==> config.mk <==
export PLATFORM = sky130hd
export DESIGN_NAME = rc_stick_mixer_flat
export DESIGN_NICKNAME = d
export VERILOG_FILES = /design/src/hdl/rcsm_pkg.sv /design/src/hdl/rcsm_ifs.sv /design/src/hdl/rcsm_lane.sv /design/src/hdl/rcsm_merge.sv /design/src/hdl/rc_stick_mixer.sv /design/src/flat_wrapper.sv
export SDC_FILE = /design/constraint.sdc
export NUM_CORES = 2
export LEC_CHECK = 0
export ABC_AREA = 1
export BUFFER_PORTS_ARGS = -buffer_cell sky130_fd_sc_hd__buf_2
export CAP_MARGIN = 20
export CORE_MARGIN = 2
export CORE_UTILIZATION = 56
export CTS_BUF_LIST = sky130_fd_sc_hd__clkbuf_4 sky130_fd_sc_hd__clkbuf_8 sky130_fd_sc_hd__clkbuf_16
export DETAILED_ROUTE_END_ITERATION = 10
export MAX_ROUTING_LAYER = met4
export PLACE_DENSITY_LB_ADDON = 0.2
export SYNTH_ARGS = -nofsm -noshare
export SYNTH_HDL_FRONTEND = slang
export SYNTH_SLANG_ARGS = --single-unit
export TNS_END_PERCENT = 1
==> constraint.sdc <==
create_clock -name clock -period 32.9 [get_ports clock]
set_input_delay 9.87 -clock clock [delete_from_list [all_inputs] [get_ports clock]]
set_output_delay 9.87 -clock clock [all_outputs]
set_load 0.1 [all_outputs]
==> src/hdl/rcsm_pkg.sv <==
`timescale 1ns / 1ps

package rcsm_pkg;

   localparam int PULSE_W = 16;
   localparam int STEP_W  = 10;
   localparam int DB_W    = 19;
   localparam int DRIVE_W = 20;

   // Quotient of the map division never exceeds twice the step limit.
   localparam int QUO_W   = STEP_W + 1;
   localparam int NUM_W   = PULSE_W + QUO_W;
   localparam int MAP_W   = QUO_W + 1;
   localparam int SUM_W   = MAP_W + 1;

   localparam int CSR_IDX_W  = 3;
   localparam int CSR_DATA_W = 32;

   localparam logic [CSR_IDX_W-1:0] CSR_VERT_MIN   = 3'd0;
   localparam logic [CSR_IDX_W-1:0] CSR_VERT_MAX   = 3'd1;
   localparam logic [CSR_IDX_W-1:0] CSR_HORIZ_MIN  = 3'd2;
   localparam logic [CSR_IDX_W-1:0] CSR_HORIZ_MAX  = 3'd3;
   localparam logic [CSR_IDX_W-1:0] CSR_STEP_LIMIT = 3'd4;
   localparam logic [CSR_IDX_W-1:0] CSR_DEAD_BAND  = 3'd5;

   localparam logic [PULSE_W-1:0] VERT_MIN_RST   = 16'd1000;
   localparam logic [PULSE_W-1:0] VERT_MAX_RST   = 16'd2000;
   localparam logic [PULSE_W-1:0] HORIZ_MIN_RST  = 16'd1000;
   localparam logic [PULSE_W-1:0] HORIZ_MAX_RST  = 16'd2000;
   localparam logic [STEP_W-1:0]  STEP_LIMIT_RST = 10'd100;
   localparam logic [DB_W-1:0]    DEAD_BAND_RST  = 19'd0;

   // cos(pi/4) in Q30, rounded to nearest.
   localparam longint COS45_Q30 = 64'sd759250125;

   localparam int LANE_STAGES  = 14;
   localparam int MERGE_STAGES = 3;
   localparam int NUM_STAGES   = LANE_STAGES + MERGE_STAGES;

   typedef logic [PULSE_W-1:0]        pulse_type;
   typedef logic [STEP_W-1:0]         step_type;
   typedef logic [DB_W-1:0]           dead_band_type;
   typedef logic signed [MAP_W-1:0]   mapped_type;
   typedef logic signed [DRIVE_W-1:0] drive_type;
   typedef logic [LANE_STAGES-1:0]    lane_en_type;
   typedef logic [MERGE_STAGES-1:0]   merge_en_type;

   typedef enum logic [1:0] {
      SPAN_POS,
      SPAN_ZERO,
      SPAN_NEG
   } span_kind_type;

   typedef struct packed {
      pulse_type        rem;
      logic [QUO_W-1:0] nlo;
      logic [QUO_W-1:0] quo;
      pulse_type        span;
      span_kind_type    kind;
      step_type         lim;
   } div_stage_type;

endpackage

==> src/hdl/rcsm_ifs.sv <==
`timescale 1ns / 1ps

interface rcsm_req_if;
   import rcsm_pkg::*;
   logic      valid;
   logic      ready;
   pulse_type vert_pulse;
   pulse_type horiz_pulse;
   logic      mix_enable;

   modport source (output valid, vert_pulse, horiz_pulse, mix_enable, input ready);
   modport sink   (input valid, vert_pulse, horiz_pulse, mix_enable, output ready);
endinterface

interface rcsm_rsp_if;
   import rcsm_pkg::*;
   logic      valid;
   logic      ready;
   drive_type left_drive;
   drive_type right_drive;
   logic      centered;

   modport source (output valid, left_drive, right_drive, centered, input ready);
   modport sink   (input valid, left_drive, right_drive, centered, output ready);
endinterface

interface rcsm_csr_if;
   import rcsm_pkg::*;
   logic                  valid;
   logic                  ready;
   logic [CSR_IDX_W-1:0]  index;
   logic [CSR_DATA_W-1:0] data;

   modport source (output valid, index, data, input ready);
   modport sink   (input valid, index, data, output ready);
endinterface

==> src/hdl/rcsm_lane.sv <==
`timescale 1ns / 1ps

module rcsm_lane #(
   parameter int unsigned PULSE_TIMEOUT_US = 50000
) (
   input  logic                 clock,
   input  rcsm_pkg::lane_en_type en,
   input  rcsm_pkg::pulse_type  pulse,
   input  rcsm_pkg::pulse_type  lo,
   input  rcsm_pkg::pulse_type  hi,
   input  rcsm_pkg::step_type   lim,
   output rcsm_pkg::mapped_type result
);
   import rcsm_pkg::*;

   localparam int DIV_STEPS = QUO_W;

   pulse_type     p_tmo;
   pulse_type     p_lo;
   pulse_type     p_clamp;
   span_kind_type kind_in;

   pulse_type     off_ff;
   pulse_type     span_ff;
   span_kind_type kind_ff;
   step_type      lim_ff;

   logic [NUM_W-1:0] num;
   logic [PULSE_W:0] trial [DIV_STEPS];
   logic [PULSE_W:0] diff  [DIV_STEPS];
   div_stage_type    div_in [DIV_STEPS+1];
   div_stage_type    div_ff [DIV_STEPS+1];

   mapped_type res_in;
   mapped_type result_ff;

   // Entry stage: timeout, clamp to the window and classify the span.
   always_comb begin
      p_tmo   = (pulse > PULSE_W'(PULSE_TIMEOUT_US)) ? '0 : pulse;
      p_lo    = (p_tmo < lo) ? lo : p_tmo;
      p_clamp = (p_lo > hi) ? hi : p_lo;
      if (hi == lo) begin
         kind_in = SPAN_ZERO;
      end else if (hi < lo) begin
         kind_in = SPAN_NEG;
      end else begin
         kind_in = SPAN_POS;
      end
   end

   always_ff @(posedge clock) begin
      if (en[0]) begin
         off_ff  <= p_clamp - lo;
         span_ff <= hi - lo;
         kind_ff <= kind_in;
         lim_ff  <= lim;
      end
   end

   // The quotient fits QUO_W bits, so the upper numerator bits seed the remainder
   // and one restoring step per stage produces the rest.
   always_comb begin
      num = NUM_W'(off_ff) * NUM_W'({lim_ff, 1'b0});
      div_in[0].rem  = num[NUM_W-1:QUO_W];
      div_in[0].nlo  = num[QUO_W-1:0];
      div_in[0].quo  = '0;
      div_in[0].span = span_ff;
      div_in[0].kind = kind_ff;
      div_in[0].lim  = lim_ff;
      for (int i = 0; i < DIV_STEPS; i++) begin
         trial[i] = {div_ff[i].rem, div_ff[i].nlo[QUO_W-1]};
         diff[i]  = trial[i] - {1'b0, div_ff[i].span};
         div_in[i+1]     = div_ff[i];
         div_in[i+1].nlo = {div_ff[i].nlo[QUO_W-2:0], 1'b0};
         if (trial[i] >= {1'b0, div_ff[i].span}) begin
            div_in[i+1].rem = diff[i][PULSE_W-1:0];
            div_in[i+1].quo = {div_ff[i].quo[QUO_W-2:0], 1'b1};
         end else begin
            div_in[i+1].rem = trial[i][PULSE_W-1:0];
            div_in[i+1].quo = {div_ff[i].quo[QUO_W-2:0], 1'b0};
         end
      end
   end

   always_ff @(posedge clock) begin
      for (int i = 0; i <= DIV_STEPS; i++) begin
         if (en[i+1]) begin
            div_ff[i] <= div_in[i];
         end
      end
   end

   // An inverted window leaves the pulse at max, so the quotient is exactly
   // twice the limit and the result is plus the limit.
   always_comb begin
      case (div_ff[DIV_STEPS].kind)
         SPAN_ZERO: res_in = '0;
         SPAN_NEG:  res_in = $signed({2'b00, div_ff[DIV_STEPS].lim});
         SPAN_POS:  res_in = $signed({1'b0, div_ff[DIV_STEPS].quo})
                            - $signed({2'b00, div_ff[DIV_STEPS].lim});
         default:   res_in = '0;
      endcase
   end

   always_ff @(posedge clock) begin
      if (en[LANE_STAGES-1]) begin
         result_ff <= res_in;
      end
   end

   assign result = result_ff;

endmodule

==> src/hdl/rcsm_merge.sv <==
`timescale 1ns / 1ps

module rcsm_merge #(
   parameter int FRAC_BITS = 8
) (
   input  logic                    clock,
   input  rcsm_pkg::merge_en_type  en,
   input  rcsm_pkg::mapped_type    x,
   input  rcsm_pkg::mapped_type    y,
   input  logic                    mix,
   input  rcsm_pkg::dead_band_type dead_band,
   output rcsm_pkg::drive_type     left_drive,
   output rcsm_pkg::drive_type     right_drive,
   output logic                    centered
);
   import rcsm_pkg::*;

   localparam int PROD_W = (SUM_W + FRAC_BITS + 1 > DRIVE_W + 1) ?
                           SUM_W + FRAC_BITS + 1 : DRIVE_W + 1;
   localparam longint COS45_FULL =
      (COS45_Q30 + (64'sd1 <<< (29 - FRAC_BITS))) >>> (30 - FRAC_BITS);
   localparam logic [FRAC_BITS:0] COS45 = COS45_FULL[FRAC_BITS:0];
   localparam logic signed [PROD_W-1:0] SAT_HI = PROD_W'(524287);
   localparam logic signed [PROD_W-1:0] SAT_LO = -PROD_W'(524288);

   logic signed [SUM_W-1:0]  a_ff;
   logic signed [SUM_W-1:0]  b_ff;
   logic                     mix_ff;
   logic signed [PROD_W-1:0] l_in;
   logic signed [PROD_W-1:0] r_in;
   logic signed [PROD_W-1:0] l_ff;
   logic signed [PROD_W-1:0] r_ff;
   drive_type                left_in;
   drive_type                right_in;
   drive_type                left_ff;
   drive_type                right_ff;
   logic                     centered_ff;

   function automatic drive_type shape(input logic signed [PROD_W-1:0] v,
                                       input dead_band_type db);
      drive_type               s;
      logic signed [DRIVE_W:0] sx;
      logic [DRIVE_W:0]        mag;
      if (v > SAT_HI) begin
         s = DRIVE_W'(SAT_HI);
      end else if (v < SAT_LO) begin
         s = DRIVE_W'(SAT_LO);
      end else begin
         s = v[DRIVE_W-1:0];
      end
      sx  = {s[DRIVE_W-1], s};
      mag = sx[DRIVE_W] ? $unsigned(-sx) : $unsigned(sx);
      return (mag <= {2'b00, db}) ? '0 : s;
   endfunction

   always_ff @(posedge clock) begin
      if (en[0]) begin
         a_ff   <= mix ? SUM_W'(x) - SUM_W'(y) : SUM_W'(x);
         b_ff   <= mix ? SUM_W'(x) + SUM_W'(y) : SUM_W'(y);
         mix_ff <= mix;
      end
   end

   always_comb begin
      if (mix_ff) begin
         l_in = PROD_W'(a_ff) * $signed(PROD_W'(COS45));
         r_in = PROD_W'(b_ff) * $signed(PROD_W'(COS45));
      end else begin
         l_in = PROD_W'(a_ff) <<< FRAC_BITS;
         r_in = PROD_W'(b_ff) <<< FRAC_BITS;
      end
   end

   always_ff @(posedge clock) begin
      if (en[1]) begin
         l_ff <= l_in;
         r_ff <= r_in;
      end
   end

   always_comb begin
      left_in  = shape(l_ff, dead_band);
      right_in = shape(r_ff, dead_band);
   end

   always_ff @(posedge clock) begin
      if (en[2]) begin
         left_ff     <= left_in;
         right_ff    <= right_in;
         centered_ff <= (left_in == '0) && (right_in == '0);
      end
   end

   assign left_drive  = left_ff;
   assign right_drive = right_ff;
   assign centered    = centered_ff;

endmodule

==> src/hdl/rc_stick_mixer.sv <==
`timescale 1ns / 1ps
// Throughput: one item per cycle until a rsp-side stall fills every stage; each lane divides with an
// 11-stage pipelined restoring divider, one quotient bit per stage; nothing is shared between items.
// A stall on the rsp side fills the bubbles first; req_ready drops only when every stage holds an item.
// Reset empties the pipeline and loads the configuration registers with their defaults.

module rc_stick_mixer #(
   parameter int unsigned PULSE_TIMEOUT_US = 50000,
   parameter int          FRAC_BITS        = 8
) (
   input logic        clock,
   input logic        reset,
   rcsm_req_if.sink   req_port,
   rcsm_rsp_if.source rsp_port,
   rcsm_csr_if.sink   csr_port
);
   import rcsm_pkg::*;

   pulse_type     vert_min_ff;
   pulse_type     vert_max_ff;
   pulse_type     horiz_min_ff;
   pulse_type     horiz_max_ff;
   step_type      step_limit_ff;
   dead_band_type dead_band_ff;

   logic [NUM_STAGES-1:0]  valid_ff;
   logic [NUM_STAGES-1:0]  valid_in;
   logic [NUM_STAGES-1:0]  adv;
   logic [LANE_STAGES-1:0] mix_ff;

   mapped_type x_map;
   mapped_type y_map;

   assign csr_port.ready = 1'b1;

   always_ff @(posedge clock) begin
      if (reset) begin
         vert_min_ff   <= VERT_MIN_RST;
         vert_max_ff   <= VERT_MAX_RST;
         horiz_min_ff  <= HORIZ_MIN_RST;
         horiz_max_ff  <= HORIZ_MAX_RST;
         step_limit_ff <= STEP_LIMIT_RST;
         dead_band_ff  <= DEAD_BAND_RST;
      end else if (csr_port.valid) begin
         case (csr_port.index)
            CSR_VERT_MIN:   vert_min_ff   <= csr_port.data[PULSE_W-1:0];
            CSR_VERT_MAX:   vert_max_ff   <= csr_port.data[PULSE_W-1:0];
            CSR_HORIZ_MIN:  horiz_min_ff  <= csr_port.data[PULSE_W-1:0];
            CSR_HORIZ_MAX:  horiz_max_ff  <= csr_port.data[PULSE_W-1:0];
            CSR_STEP_LIMIT: step_limit_ff <= csr_port.data[STEP_W-1:0];
            CSR_DEAD_BAND:  dead_band_ff  <= csr_port.data[DB_W-1:0];
            default: ;
         endcase
      end
   end

   // A stage may load when it is empty or its contents move on this cycle.
   assign adv[NUM_STAGES-1] = !valid_ff[NUM_STAGES-1] || rsp_port.ready;
   for (genvar k = 0; k < NUM_STAGES - 1; k++) begin : g_adv
      assign adv[k] = !valid_ff[k] || adv[k+1];
   end

   assign req_port.ready = adv[0];

   always_comb begin
      valid_in = valid_ff;
      if (adv[0]) begin
         valid_in[0] = req_port.valid;
      end
      for (int k = 1; k < NUM_STAGES; k++) begin
         if (adv[k]) begin
            valid_in[k] = valid_ff[k-1];
         end
      end
   end

   always_ff @(posedge clock) begin
      if (reset) begin
         valid_ff <= '0;
      end else begin
         valid_ff <= valid_in;
      end
   end

   // The mix bit rides alongside the lanes to meet their results at the merge.
   always_ff @(posedge clock) begin
      if (adv[0]) begin
         mix_ff[0] <= req_port.mix_enable;
      end
      for (int k = 1; k < LANE_STAGES; k++) begin
         if (adv[k]) begin
            mix_ff[k] <= mix_ff[k-1];
         end
      end
   end

   rcsm_lane #(
      .PULSE_TIMEOUT_US(PULSE_TIMEOUT_US)
   ) u_vert_lane (
      .clock  (clock),
      .en     (adv[LANE_STAGES-1:0]),
      .pulse  (req_port.vert_pulse),
      .lo     (vert_min_ff),
      .hi     (vert_max_ff),
      .lim    (step_limit_ff),
      .result (x_map)
   );

   rcsm_lane #(
      .PULSE_TIMEOUT_US(PULSE_TIMEOUT_US)
   ) u_horiz_lane (
      .clock  (clock),
      .en     (adv[LANE_STAGES-1:0]),
      .pulse  (req_port.horiz_pulse),
      .lo     (horiz_min_ff),
      .hi     (horiz_max_ff),
      .lim    (step_limit_ff),
      .result (y_map)
   );

   rcsm_merge #(
      .FRAC_BITS(FRAC_BITS)
   ) u_merge (
      .clock       (clock),
      .en          (adv[NUM_STAGES-1:LANE_STAGES]),
      .x           (x_map),
      .y           (y_map),
      .mix         (mix_ff[LANE_STAGES-1]),
      .dead_band   (dead_band_ff),
      .left_drive  (rsp_port.left_drive),
      .right_drive (rsp_port.right_drive),
      .centered    (rsp_port.centered)
   );

   assign rsp_port.valid = valid_ff[NUM_STAGES-1];

   a_centered_flag: assert property (@(posedge clock) disable iff (reset)
      rsp_port.valid |-> (rsp_port.centered ==
         ((rsp_port.left_drive == '0) && (rsp_port.right_drive == '0))))
      else $error("centered flag disagrees with the drive commands");

   a_full_stall: assert property (@(posedge clock) disable iff (reset)
      ((&valid_ff) && !rsp_port.ready) |-> !req_port.ready)
      else $error("full pipeline accepted an item while the output stalled");

   a_ready_only_when_full: assert property (@(posedge clock) disable iff (reset)
      !req_port.ready |-> (&valid_ff))
      else $error("input held off while the pipeline had an empty stage");

endmodule

==> src/flat_wrapper.sv <==
// flat-port wrapper written by rule: the top's interface ports become plain ports
module rc_stick_mixer_flat import rcsm_pkg::*;
#(
   parameter int unsigned PULSE_TIMEOUT_US = 50000,
   parameter int          FRAC_BITS        = 8
)
  (clock, reset, req_port_valid, req_port_vert_pulse, req_port_horiz_pulse, req_port_mix_enable, req_port_ready, rsp_port_valid, rsp_port_left_drive, rsp_port_right_drive, rsp_port_centered, rsp_port_ready, csr_port_valid, csr_port_index, csr_port_data, csr_port_ready);
  rcsm_req_if req_port_i ();
  rcsm_rsp_if rsp_port_i ();
  rcsm_csr_if csr_port_i ();
  input logic clock;
  input logic reset;
  input wire logic [$bits(req_port_i.valid)-1:0] req_port_valid;
  input wire logic [$bits(req_port_i.vert_pulse)-1:0] req_port_vert_pulse;
  input wire logic [$bits(req_port_i.horiz_pulse)-1:0] req_port_horiz_pulse;
  input wire logic [$bits(req_port_i.mix_enable)-1:0] req_port_mix_enable;
  output wire logic [$bits(req_port_i.ready)-1:0] req_port_ready;
  output wire logic [$bits(rsp_port_i.valid)-1:0] rsp_port_valid;
  output wire logic [$bits(rsp_port_i.left_drive)-1:0] rsp_port_left_drive;
  output wire logic [$bits(rsp_port_i.right_drive)-1:0] rsp_port_right_drive;
  output wire logic [$bits(rsp_port_i.centered)-1:0] rsp_port_centered;
  input wire logic [$bits(rsp_port_i.ready)-1:0] rsp_port_ready;
  input wire logic [$bits(csr_port_i.valid)-1:0] csr_port_valid;
  input wire logic [$bits(csr_port_i.index)-1:0] csr_port_index;
  input wire logic [$bits(csr_port_i.data)-1:0] csr_port_data;
  output wire logic [$bits(csr_port_i.ready)-1:0] csr_port_ready;
  assign req_port_i.valid = req_port_valid;
  assign req_port_i.vert_pulse = req_port_vert_pulse;
  assign req_port_i.horiz_pulse = req_port_horiz_pulse;
  assign req_port_i.mix_enable = req_port_mix_enable;
  assign req_port_ready = req_port_i.ready;
  assign rsp_port_valid = rsp_port_i.valid;
  assign rsp_port_left_drive = rsp_port_i.left_drive;
  assign rsp_port_right_drive = rsp_port_i.right_drive;
  assign rsp_port_centered = rsp_port_i.centered;
  assign rsp_port_i.ready = rsp_port_ready;
  assign csr_port_i.valid = csr_port_valid;
  assign csr_port_i.index = csr_port_index;
  assign csr_port_i.data = csr_port_data;
  assign csr_port_ready = csr_port_i.ready;
  rc_stick_mixer #(.PULSE_TIMEOUT_US(PULSE_TIMEOUT_US), .FRAC_BITS(FRAC_BITS)) u_core (.clock(clock), .reset(reset), .req_port(req_port_i), .rsp_port(rsp_port_i), .csr_port(csr_port_i));
endmodule
After elaboration in Yosys (flattened, before gate mapping)
Memories as Yosys holds them, arrays and structs flattened.
Index checks and enable logic that the tools add are counted.
- bits in registers: 338
- latch bits: 0
- memory bits (writable): 1560
- ROM bits: 0
- input port bits: 73
- output and inout bits: 44
- word-level logic and storage cells: 275
- memories kept: 2
- memory list (memory ; words ; bits a word ; rd ports ; clocked after memory_dff ; wr ports ; RTL line ; source):
    u_core.u_horiz_lane.div_ff ; 12 ; 65 ; 12 ; 0 ; 12 ; rcsm_lane.sv:32 ; div_stage_type div_ff [DIV_STEPS+1];
    u_core.u_vert_lane.div_ff ; 12 ; 65 ; 12 ; 0 ; 12 ; rcsm_lane.sv:32 ;
- $add $sub $neg: 32
- $mul: 4
- div/mod/pow operators: 0
- $lt $le $gt $ge: 36
- eq/ne operators: 9
- shift operators: 0
- muxes and demuxes: 90
- bitwise operators: 0
- reduce and logical (&&, ||, !) cells: 46
- operators with widths (cell ; number):
    $mux W16 ; 28
    $sub A16 B16 Y16 ; 26
    $ge A17 B16 Y1 ; 22
    $mux W20 ; 6
    $lt A16 B16 Y1 ; 4
    $mul A16 B10 Y26 ; 2
    $pmux W12 S2 ; 2
    $mux W1 ; 46
    $gt A22 B20 Y1 const B ; 2
    $lt A22 B20 Y1 const B ; 2
    $mul A13 B9 Y22 const B ; 2
    $mux W22 ; 2
    $le A21 B19 Y1 ; 2
    $mux W21 ; 2
    $neg A20 Y21 ; 2
    $logic_not A20 Y1 ; 2
    $eq A16 B16 Y1 ; 2
    $gt A16 B16 Y1 ; 2
    $gt A16 B16 Y1 const B ; 2
    $mux W13 ; 2
    $sub A11 B10 Y12 ; 2
    $logic_not A1 Y1 ; 17
    $logic_or A1 B1 Y1 ; 17
    $add A12 B12 Y13 ; 1
    other kinds (10) ; 20

Logic depth before layout (Yosys ltp)
- depth after elaboration: 19
- gate-level depth with buffers: 43
- depth with buffers taken out: 42

Cells and area by module
Synthesis repeated with hierarchy kept, for this count alone.
- cell total of the unflattened synthesis: 8836
- area, all modules: 91783.0 um^2
- by module, submodules not included (module ; instances ; cells each ; area each (um^2) ; sequential area each (um^2)):
    rcsm_lane (u_core.u_vert_lane) ; 1 ; 3496 ; 37902.6 ; 20209.4
    rcsm_lane (u_core.u_horiz_lane) ; 1 ; 3462 ; 37618.6 ; 20209.4
    rcsm_merge ; 1 ; 1369 ; 11946.5 ; 3363.2
    rc_stick_mixer ; 1 ; 509 ; 4315.4 ; 2622.5

Least setup slack after synthesis
OpenSTA, ideal clock, no wires.
- path type: input -> output
- start: input port rsp_port_ready
- end: output port req_port_ready
- data arrival time: 16.457 ns
- data required time: 23.030 ns
- path slack: 6.573 ns
- stages: 16
- buffers on the path: 0
- cell sequence: inv_1 > nand4_4 > nor2_4 > nand2_4 > nor2_4 > nand2_4 > nor2_4 > nand2_4 > nor2_4 > nand2_4 > nor2_4 > nand2_4 > nor2_4 > nand2_4 > nor2_4 > nand2_2
- word-level cells in the longest chain between the ends: 17
- ends and longest elaborated chain (item ; RTL line ; source):
    from (decl) ; flat_wrapper.sv:22 ; input wire logic [$bits(rsp_port_i.ready)-1:0] rsp_port_ready;
    $logic_or A1 B1 Y1 ; rc_stick_mixer.sv:58 ; assign adv[NUM_STAGES-1] = !valid_ff[NUM_STAGES-1] || rsp_port.ready;
    $logic_or A1 B1 Y1 (2 in a row) ; rc_stick_mixer.sv:60 ; assign adv[k] = !valid_ff[k] || adv[k+1];
    named net u_core.adv[14] ; rc_stick_mixer.sv:28 ; logic [NUM_STAGES-1:0] adv;
    $logic_or A1 B1 Y1 (2 in a row) ; rc_stick_mixer.sv:60 ;
    named net u_core.adv[12] ; rc_stick_mixer.sv:28 ;
    $logic_or A1 B1 Y1 (2 in a row) ; rc_stick_mixer.sv:60 ;
    named net u_core.adv[10] ; rc_stick_mixer.sv:28 ;
    $logic_or A1 B1 Y1 (2 in a row) ; rc_stick_mixer.sv:60 ;
    named net u_core.adv[8] ; rc_stick_mixer.sv:28 ;
    $logic_or A1 B1 Y1 (2 in a row) ; rc_stick_mixer.sv:60 ;
    named net u_core.adv[6] ; rc_stick_mixer.sv:28 ;
    $logic_or A1 B1 Y1 (2 in a row) ; rc_stick_mixer.sv:60 ;
    named net u_core.adv[4] ; rc_stick_mixer.sv:28 ;
    $logic_or A1 B1 Y1 (2 in a row) ; rc_stick_mixer.sv:60 ;
    named net u_core.adv[2] ; rc_stick_mixer.sv:28 ;
    $logic_or A1 B1 Y1 (2 in a row) ; rc_stick_mixer.sv:60 ;
    to (decl) ; flat_wrapper.sv:17 ; output wire logic [$bits(req_port_i.ready)-1:0] req_port_ready;
The timed path passes the listed nets, and every way through them passes these cells.

Final worst setup path
Same ends and word-level chain as after synthesis.

==> results.sh <==
export IMPL_outcome="completed"
export IMPL_synth_area_mux_share_pct=0
export IMPL_syn_inst=8512
export IMPL_critPathArrivalTime_ns=14.59
export IMPL_seqCellArea_um2=42500
export IMPL_antenna_found_initial=1
export IMPL_grt_usage_pct=24.5
export IMPL_grt_max_degree=81
export IMPL_ant_nets=0
export IMPL_clock_skew_ns=0.0203
export IMPL_worst_pin_slew_ns=1.01
export IMPL_die_h_um=398
export IMPL_hp_class="flop to flop"
export IMPL_maxSlewViolCount=0
export IMPL_io_pins=117
export IMPL_h_tree_depth=4
export IMPL_synth_edf_count=1342
export IMPL_rows=144
export IMPL_final_area_um2=94800
export IMPL_core_um2=154000
export IMPL_multi_input_comb_area_um2=38600
export IMPL_fmax_mhz=40.9
export IMPL_period_share_pct=74.4
export IMPL_synth_xor_area_share_pct=4.32
export IMPL_grt_first_pass_wirelength_mm=300
export IMPL_numClockSinks=1452
export IMPL_gp_congestion=0.945
export IMPL_ys_top_cells_by_count="1678 x nand2_1, 1342 x edfxtp_1, 1311 x inv_1, 800 x ha_1, 623 x a21oi_1"
export IMPL_cts_clk_slew_worst_paths_ns=0.06
export IMPL_slew_headroom_pct=31.7
export IMPL_place_area_um2=89400
export IMPL_start_util_pct=56.4
export IMPL_grt_setup_unrepaired="no"
export IMPL_cts_tree="yes"
export IMPL_synthSimpleGateAreaFrac_pct=11.3
export IMPL_nets=9808
export IMPL_wl_per_cell_um=17.1
export IMPL_clockBufferDepth=3
export IMPL_crit_fanout=39
export IMPL_die_area_um2=158000
export IMPL_syn_avg_cell_area_um2=10.2
export IMPL_holdBufCountCts=0
export IMPL_finalSetupViolCount=0
export IMPL_nFillCells=12500
export IMPL_synth_top_family_by_area="adder cells"
export IMPL_clock_root_buffer="clkbuf_16"
export IMPL_cts_buffers=157
export IMPL_drt_iter0_drc=3827
export IMPL_async_flop_share_pct=0
export IMPL_worstSetupPathType="primary input to output port"
export IMPL_overflow=0
export IMPL_ys_ff_latch=1452
export IMPL_synthFlopType="edfxtp_1"
export IMPL_netlist_area_um2=86800
export IMPL_yosys_area_top_type_share_pct=46.4
export IMPL_start_kind="primary input"
export IMPL_drive_above_1_share_pct=5.53
export IMPL_clk_latency_ns=0.78
export IMPL_min_period_ns=24.46
export IMPL_num_vias=57800
export IMPL_synth_top_area_cell="edfxtp_1"
export IMPL_synth_nets=9699
export IMPL_cts_resized=0
export IMPL_post_cts_buffers=0
export IMPL_n_antenna_cell=0
export IMPL_syn_to_final_growth_pct=9.20
export IMPL_max_cap_violations=0
export IMPL_worstPathRequired_ns=23.03
export IMPL_dr_pass1_iters=5
export IMPL_ys_warnings_count=0
export IMPL_end_kind="output port"
export IMPL_tns_ns=0
export IMPL_route_detailed_drc=0
export IMPL_yosysUniqueCellTypes=57
export IMPL_synth_compound_area_share_pct=9.95
export IMPL_hold_viol=0
export IMPL_ys_seq_area_share_pct=48.9
export IMPL_synth_most_common_cell="nand2_1"
export IMPL_via_per_inst=5.35
export IMPL_first_global_vias=57800
export IMPL_ys_top_cells_by_area="edfxtp_1 46%, ha_1 12%, nand2_1 7.3%"
export IMPL_io_buffers=102
export IMPL_wl_mm=185
export IMPL_synth_fa_ha_area_share_pct=18.8
export IMPL_chipWidth_um=398
export IMPL_hpwl_mm=144
-- per-stage QoR --
stage | instances | util, % | setup WS [ns] | hold WS, ns
after floorplan | 8512 | - | 6.57 | 0.400
after global placement | 10500 | 58.0 | 8.55 | 0.401
after detailed placement | 10500 | 58.0 | 8.37 | 0.405
after CTS | 10800 | 61.6 | 8.39 | 0.402
after global routing | 10800 | 61.6 | 7.94 | 0.414
final | 10800 | 61.6 | 8.44 | 0.406
-- cell usage in the layout (no fill, tap or decap), types with 41 or more instances in the layout --
cell type	synthesis	routed
o21ai_0	591	591
xor2_1	236	236
nand3_1	187	186
nor2_1	375	375
ha_1	800	800
edfxtp_1	1342	1342
nor3_1	63	63
dfxtp_1	110	110
o211ai_1	41	41
nand4_1	45	45
xnor2_1	192	192
a21oi_1	623	623
inv_1	1311	1304
nand2_1	1678	1678
fa_1	314	314
buf_2	41	102
o21ai_1	80	80
clkbuf_16	0	162
-- worst max-delay path: stages --
cell	delay (ns)
buf_2	0.10
inv_1	0.14
nand4_4	0.48
nor2_4	0.32
nand2_4	0.32
nor2_4	0.27
nand2_4	0.21
nor2_4	0.22
nand2_4	0.22
nor2_4	0.22
nand2_4	0.22
nor2_4	0.22
nand2_4	0.26
nor2_4	0.25
nand2_4	0.22
nor2_4	0.22
nand2_4	0.31
buf_2	0.43
-- kinds of logic (layout without fill, tap and decap cells) --
family / Yosys count / in the layout
AO/OA/AOI/OAI: 1575 / 1575
buffers and inverters: 1514 / 1756
adder cells (fa/ha/maj): 1114 / 1114
AND/OR/NAND/NOR: 2428 / 2428
other: 1 / 1
flip-flops: 1452 / 1452
XOR/XNOR: 428 / 428
-- layer usage --
metal,GRT usage (%),routed length (um)
met5,-,0
met4,6.81,4910
met3,3.49,8430
met2,40.6,89900
met1,31.5,81700
-- worst paths after layout --
path	endpoint	cells past startpoint	slack, ns	startpoint
setup / recovery	req_port_ready	18	8.44	rsp_port_ready
hold / removal	u_core.u_vert_lane.div_ff[4][47]$_DFFE_PP_	0	0.41	u_core.u_vert_lane.div_ff[3][46]$_DFFE_PP_
setup reg to reg	u_core.u_vert_lane.off_ff[13]$_DFFE_PP_	30	26.24	u_core.vert_min_ff[10]$_SDFFE_PP0P_
hold reg to reg	u_core.u_vert_lane.div_ff[4][47]$_DFFE_PP_	0	0.41	u_core.u_vert_lane.div_ff[3][46]$_DFFE_PP_
-- area by class of cell --
| type | count | area share (%) |
|---|---|---|
| Clock buffer | 175 | 4.40 |
| Clock inverter | 117 | 1.30 |
| Inverter | 1325 | 5.26 |
| Multi-Input combinational cell | 5546 | 40.7 |
| Sequential cell | 1452 | 44.8 |
| Tap cell | 2044 | 2.70 |
| Timing Repair Buffer | 139 | 0.845 |
-- sequential cells by signal (all words and copies together) (netlist names), 17 cells and up --
signal                      cells
u_core.valid_ff                17
u_core.u_merge.r_ff            22
u_core.u_merge.left_drive      20
u_core.u_merge.l_ff            22
u_core.dead_band_ff            19
u_core.u_merge.right_drive     20
u_core.u_horiz_lane.div_ff    567
u_core.u_vert_lane.div_ff     547
Power is left out: the tool's default activity adds up to more than one toggle a clock period on the data nets, which glitch-free logic cannot reach.
